===== src/hdl/mcop_pkg.sv =====
// Package for the option payoff unit: sizes, fixed-point constants, shared types.
// No dependencies.
`timescale 1ns / 1ps
package mcop_pkg;
  localparam int COUNT_WIDTH    = 32;
  localparam int EXP_ITERATIONS = 32;
  localparam int ITER_W         = $clog2(EXP_ITERATIONS + 1);
  localparam int QDEPTH         = 4;
  localparam int QPTR_W         = $clog2(QDEPTH);

  localparam logic [63:0]        LN2_Q30  = 64'd744261117;
  localparam logic signed [63:0] EXP_HI   = 64'sd23816355744;
  localparam logic signed [63:0] EXP_LO   = -64'sd24560616861;
  localparam logic [63:0]        EXP_BIAS = 64'd24560616861;
  localparam logic [63:0]        ONE_Q62  = 64'h4000_0000_0000_0000;
  localparam logic [COUNT_WIDTH-1:0] COUNT_MAX = '1;

  localparam logic [2:0] REG_SPOT   = 3'd0;
  localparam logic [2:0] REG_STRIKE = 3'd1;
  localparam logic [2:0] REG_RATE   = 3'd2;
  localparam logic [2:0] REG_VOL    = 3'd3;
  localparam logic [2:0] REG_TTE    = 3'd4;
  localparam logic [2:0] REG_PUT    = 3'd5;

  typedef struct packed {
    logic signed [31:0] z;
    logic               last;
  } item_t;

  typedef struct packed {
    logic [31:0]        spot;
    logic [31:0]        strike;
    logic signed [31:0] rate;
    logic [31:0]        vol;
    logic [31:0]        tte;
    logic               is_put;
  } cfg_t;

  typedef struct packed {
    logic                   start;
    logic [63:0]            dividend;
    logic [COUNT_WIDTH-1:0] divisor;
  } div_req_t;

  typedef struct packed {
    logic        done;
    logic [63:0] quotient;
  } div_rsp_t;
endpackage


===== src/hdl/mcop_if.sv =====
// Valid/ready channel interfaces for sample beats in and result beats out.
// Uses no package.
`timescale 1ns / 1ps
interface mcop_in_if;
  logic               valid;
  logic               ready;
  logic signed [31:0] normal_sample;
  logic               last_sample;
  modport source(output valid, normal_sample, last_sample, input ready);
  modport sink(input valid, normal_sample, last_sample, output ready);
endinterface



===== src/hdl/mcop_front.sv =====
// Front end: accepts sample beats and holds them in a short queue for the back end.
// Depends on mcop_pkg and mcop_in_if.
`timescale 1ns / 1ps
module mcop_front import mcop_pkg::*; (
  input  logic  clk,
  input  logic  rst_n,
  mcop_in_if.sink in_ch,
  input  logic  pop,
  output logic  q_valid,
  output item_t q_item
);
  item_t             mem_r [QDEPTH];
  logic [QPTR_W-1:0] wr_ptr_r, rd_ptr_r;
  logic [QPTR_W:0]   fill_r;
  logic              push, do_pop;

  assign in_ch.ready = (fill_r != QDEPTH[QPTR_W:0]);
  assign push        = in_ch.valid && in_ch.ready;
  assign q_valid     = (fill_r != '0);
  assign do_pop      = pop && q_valid;
  assign q_item      = mem_r[rd_ptr_r];

  always_ff @(posedge clk) begin
    if (!rst_n) begin
      wr_ptr_r <= '0;
      rd_ptr_r <= '0;
      fill_r   <= '0;
    end else begin
      if (push) wr_ptr_r <= wr_ptr_r + 1'b1;
      if (do_pop) rd_ptr_r <= rd_ptr_r + 1'b1;
      fill_r <= fill_r + {{QPTR_W{1'b0}}, push} - {{QPTR_W{1'b0}}, do_pop};
    end
  end

  always_ff @(posedge clk) begin
    if (push) begin
      mem_r[wr_ptr_r] <= '{z: in_ch.normal_sample, last: in_ch.last_sample};
    end
  end
endmodule


===== src/flat_wrapper.sv =====
// flat-port wrapper written by rule: the top's interface ports become plain ports
module mcop_front_flat import mcop_pkg::*;
  (clk, rst_n, pop, q_valid, q_item, in_ch_valid, in_ch_normal_sample, in_ch_last_sample, in_ch_ready);
  mcop_in_if in_ch_i ();
  input  logic clk;
  input  logic rst_n;
  input  logic pop;
  output logic q_valid;
  output item_t q_item;
  input wire logic [$bits(in_ch_i.valid)-1:0] in_ch_valid;
  input wire logic [$bits(in_ch_i.normal_sample)-1:0] in_ch_normal_sample;
  input wire logic [$bits(in_ch_i.last_sample)-1:0] in_ch_last_sample;
  output wire logic [$bits(in_ch_i.ready)-1:0] in_ch_ready;
  assign in_ch_i.valid = in_ch_valid;
  assign in_ch_i.normal_sample = in_ch_normal_sample;
  assign in_ch_i.last_sample = in_ch_last_sample;
  assign in_ch_ready = in_ch_i.ready;
  mcop_front u_core (.clk(clk), .rst_n(rst_n), .in_ch(in_ch_i), .pop(pop), .q_valid(q_valid), .q_item(q_item));
endmodule

===== config.mk =====
export PLATFORM = sky130hd
export DESIGN_NAME = mcop_front_flat
export DESIGN_NICKNAME = d
export VERILOG_FILES = /design/src/hdl/mcop_pkg.sv /design/src/hdl/mcop_if.sv /design/src/hdl/mcop_front.sv /design/src/flat_wrapper.sv
export SDC_FILE = /design/constraint.sdc
export NUM_CORES = 1
export LEC_CHECK = 0
export BUFFER_PORTS_ARGS = -buffer_cell sky130_fd_sc_hd__buf_2
export CAP_MARGIN = 20
export CORE_MARGIN = 2
export CORE_UTILIZATION = 40
export CTS_BUF_LIST = sky130_fd_sc_hd__clkbuf_4 sky130_fd_sc_hd__clkbuf_8
export DETAILED_ROUTE_END_ITERATION = 10
export GPL_ROUTABILITY_DRIVEN = 0
export PLACE_DENSITY = 0.63
export SLEW_MARGIN = 10
export SYNTH_ARGS = -nofsm -noshare
export SYNTH_HDL_FRONTEND = slang
export SYNTH_SLANG_ARGS = --single-unit

===== constraint.sdc =====
create_clock -name clk -period 3.1 [get_ports clk]
set_input_delay 0.62 -clock clk [delete_from_list [all_inputs] [get_ports clk]]
set_output_delay 0.62 -clock clk [all_outputs]
set_load 0.03 [all_outputs]

# [After elaboration in Yosys (flattened, before gate mapping)]
# Memory sizes are Yosys's and may differ from the RTL's. A register that Yosys moved wholly into a read port is not among the register bits.
# Cells that the tools add are included.
[word_totals] regBits=7 input_bits=37 mem_bits_rw=132 out_inout_bits=35 elab_cells=16 memories=1
[op_classes] add_sub_neg=4 n_eq_ne=1 muxes=4 reduce_logical=3
[memory_table] memory="u_core.mem_r" depth=4 word_bits=33 read_ports=1 rd_ports_with_merged_regs=1 wr=1 line="mcop_front.sv:12" text="item_t mem_r [QDEPTH];"
[op_table] operator="$add A2 B1 Y2 const B" n=2
[op_table] operator="$mux W2" n=2
[op_table] operator="$add A3 B1 Y3" n=1
[op_table] operator="$ne A3 B3 Y1 const B" n=1
[op_table] operator="$reduce_bool A3 Y1" n=1
[op_table] operator="$sub A3 B1 Y3" n=1
[op_table] operator="$logic_and A1 B1 Y1" n=2
[op_table] operator="$mux W1" n=2

# [Longest topological paths before layout]
[logic_depth] depth_word=4 ltp_mapped=9 mapped_depth_nobuf=9

# [Least setup slack after synthesis]
# Ideal clock, no wire load.
[synth_timing] path_kind="input port to flip-flop" from="input in_ch_valid" to="memory u_core.mem_r[0][0] (netlist name) (enable)" slack_ps=955 cell_stages=2 arrival_ps=1752 required_ps=2707 path_buffers=0 setup_ps=393 path_cell_list="a21boi_2 and2_1"
[synth_between] elab_chain_cells=3
[synth_lines] item="start, declared" line="flat_wrapper.sv:10" text="input wire logic [$bits(in_ch_i.valid)-1:0] in_ch_valid;"
[synth_lines] item="$logic_and A1 B1 Y1" line="mcop_front.sv:18" text="assign push = in_ch.valid && in_ch.ready;"
[synth_lines] item="$mux W1" line="mcop_front.sv:36" text="if (push) begin"
[synth_lines] item="$mux W1 (implied by the code)" line="mcop_front.sv:37" text="mem_r[wr_ptr_r] <= '{z: in_ch.normal_sample, last: in_ch.last_sample};"
[synth_lines] item="end, declared" line="mcop_front.sv:12"
# No other way between the ends.

==> results_dict.tcl <==
set metrics [dict create \
    fillers 1065 \
    numCtsBuffers 17 \
    synth_cell_type_count 21 \
    clk_latency_ns 0.43 \
    seq_area_frac_synth 0.7835 \
    viasPerCell 4.779 \
    io_pins 72 \
    setup_viol 0 \
    ys_seq_elements 141 \
    root_buffer "clkbuf_8" \
    cp-start-kind "flip-flop" \
    required_ns 2.48 \
    finalSetupTns_ns 0 \
    min-delay-start "in_ch_normal_sample[15]" \
    die_h_um 119.0 \
    critPathArrivalTime_ns 1.97 \
    final-hold-violation-count 0 \
    fmax_mhz 386.1 \
    min_period_ns 2.590 \
    path_clk_slew_ns 0.07 \
    cts_repair_resize_count 0 \
    dr.pass1.iters 4 \
    htreeDepth 4 \
    relSlewSlack 0.6171 \
    rsz0062_at_grt "no" \
    die-width_um 119.0 \
    syn_inst 221 \
    postCtsSetupRepairBufs 0 \
    initial_core_util 0.4042 \
    dp_hpwl_mm 5.480 \
    worstSetupEndpoint "q_item[0]" \
    antenna_found_initial 1 \
    clock-sinks 141 \
    layout-drive-gt1-share 0.4548 \
    cp_max_fo 22 \
    cts_tree "yes" \
    layout.nets 353 \
    regToRegStartpoint "u_core.fill_r[1]" \
    gr-total-overflow 0 \
    grt_pass1_wl_mm 14.21 \
    grt_max_degree 23 \
    final_util 0.4821 \
    drt-total-wl_mm 8.909 \
    critPathKind "reg -> out" \
    drv_cap 0 \
    period_share 0.8355 \
    final_antenna_net_count 0 \
    rows 42 \
    hp-class "in -> reg" \
    synthesis.nets 265 \
    synth_area_mm2 0.005289 \
    hold_buffers 0 \
    whs_ns 0.4021 \
    p_total_mw 5.384 \
    slew_violations 0 \
    wl_per_cell_um 17.89 \
    design.core.area_mm2 0.01309 \
    drcViolationCount 0 \
    drt_iter0_drc 247 \
    worstMarginPinSlew_ns 0.5744 \
    dp_cells 466 \
    critPathCaptureType "primary output" \
    dr_total_vias 2380 \
    vdd_drop_max_mv 0.5753 \
    die-area_mm2 0.01416 \
    avgSynthCellArea_um2 23.93 \
    leakage_nw 2.151 \
    ys_warn_count 0 \
    r2r_end "u_core.fill_r[2]" \
    grt_usage 0.1389 \
    area_delta_synth_final_pct 19.28 \
    status "complete, no violations" \
    port_buffers 71 \
    clk_path_buf_depth 2 \
    fin_skew_ns 0.007712 \
    fin_cells 498 \
    r2r_slack_ns 0.92 \
    p_per_area_mw_per_mm2 853.5 \
    grt_pass1_vias 2653 \
    worst_r2r_path_depth 9 \
]
-- power by group --
group | switching, mW | total (mW) | internal [mW]
clock network | 0.654 | 1.53 | 0.873
logic | 0.881 | 1.46 | 0.576
registers | 0.0884 | 2.40 | 2.31
-- layout make-up --
| class | count | area (um2) | area share |
|---|---|---|---|
| clock buffer | 18 | 241.5 | 0.03828 |
| inverter | 5 | 18.77 | 0.002975 |
| multi-input combinational | 66 | 1037 | 0.1644 |
| tap | 176 | 220.2 | 0.03491 |
| antenna | 1 | 2.502 | 0.0003967 |
| sequential | 141 | 4146 | 0.6573 |
| clock inverter | 13 | 171.4 | 0.02717 |
| timing repair buffer | 78 | 470.5 | 0.07457 |
-- kinds of logic after synthesis --
logic type,synth area share
buffers and inverters,0.02129
adder cells (fa/ha/maj),0.01798
AO/OA/AOI/OAI,0.006862
AND/OR/NAND/NOR,0.01727
flip-flops,0.7835
XOR/XNOR,0.006623
multiplexers,0.1464
-- sequential cells by signal, summed over array words and instances (netlist names), named ones only --
| register | cells |
|---|---|
| u_core.rd_ptr_r | 2 |
| u_core.fill_r | 3 |
| u_core.wr_ptr_r | 2 |
| u_core.mem_r | 132 |
-- metrics by stage --
step	instance area (um2)	setup slack, ns
after floorplan	5289	0.9549
after global placement	5893	0.8351
after detailed placement	5893	0.7966
after CTS	6306	0.4341
after global routing	6306	0.3686
final	6309	0.5099
-- cells in the mapped netlist --
library cell	n	share of area
edfxtp_1	132	0.75
mux4_2	30	0.13
dfxtp_1	9	0.034
and2_1	7	0.0083
ha_1	6	0.014
inv_1	5	0.0035
nand2_1	5	0.0035
xnor2_1	4	0.0066
buf_12	3	0.011
buf_2	3	0.0028
mux4_1	3	0.015
nor2b_1	3	0.0035
clkbuf_1	2	0.0014
mux2i_1	2	0.0038
a21boi_2	1	0.0021
buf_6	1	0.0021
fa_1	1	0.0038
nor2_1	1	0.00071
o311ai_2	1	0.0031
o31a_1	1	0.0017
or3_1	1	0.0012
-- critical path, stage by stage (launching register included) --
cell	delay [ns]
dfxtp_2	0.32
buf_4	0.39
mux4_1	0.63
buf_2	0.20
-- layer usage --
layer  wire [um]  global-route usage  vias to the layer above
met5           0                   0                        -
met3         510             0.05077                       12
met2        4607              0.2249                       64
li1            -                   -                     1084
met4         154             0.06696                        0
met1        3636              0.1650                     1220
-- layout by cell type (no fill, tap or decap), types with 2 or more instances in the layout --
cell / count
and2_1: 3
buf_2: 71
clkinv_2: 6
buf_4: 2
mux4_1: 3
nor2b_1: 3
clkbuf_8: 17
bufinv_16: 4
inv_1: 5
nand2_1: 5
ha_1: 6
dfxtp_2: 2
mux2i_1: 2
and2_2: 4
dfxtp_1: 7
mux4_2: 30
edfxtp_1: 132
buf_12: 5
xnor2_1: 4
-- how the worst min path moves through the flow --
| stage | endpoint | slack (ns) | cells after the start |
|---|---|---|---|
| 2_1_floorplan | u_core.wr_ptr_r[1] | 0.47 | 2 |
| 3_3_place_gp | u_core.wr_ptr_r[0] | 0.48 | 2 |
| 3_5_place_dp | u_core.wr_ptr_r[1] | 0.50 | 2 |
| 4_1_cts | u_core.mem_r[0][16] | 0.36 | 1 |
| 5_1_grt | u_core.mem_r[1][6] | 0.37 | 1 |
| 6_report | u_core.mem_r[1][16] | 0.40 | 1 |
(Power assumes the default switching activity.)
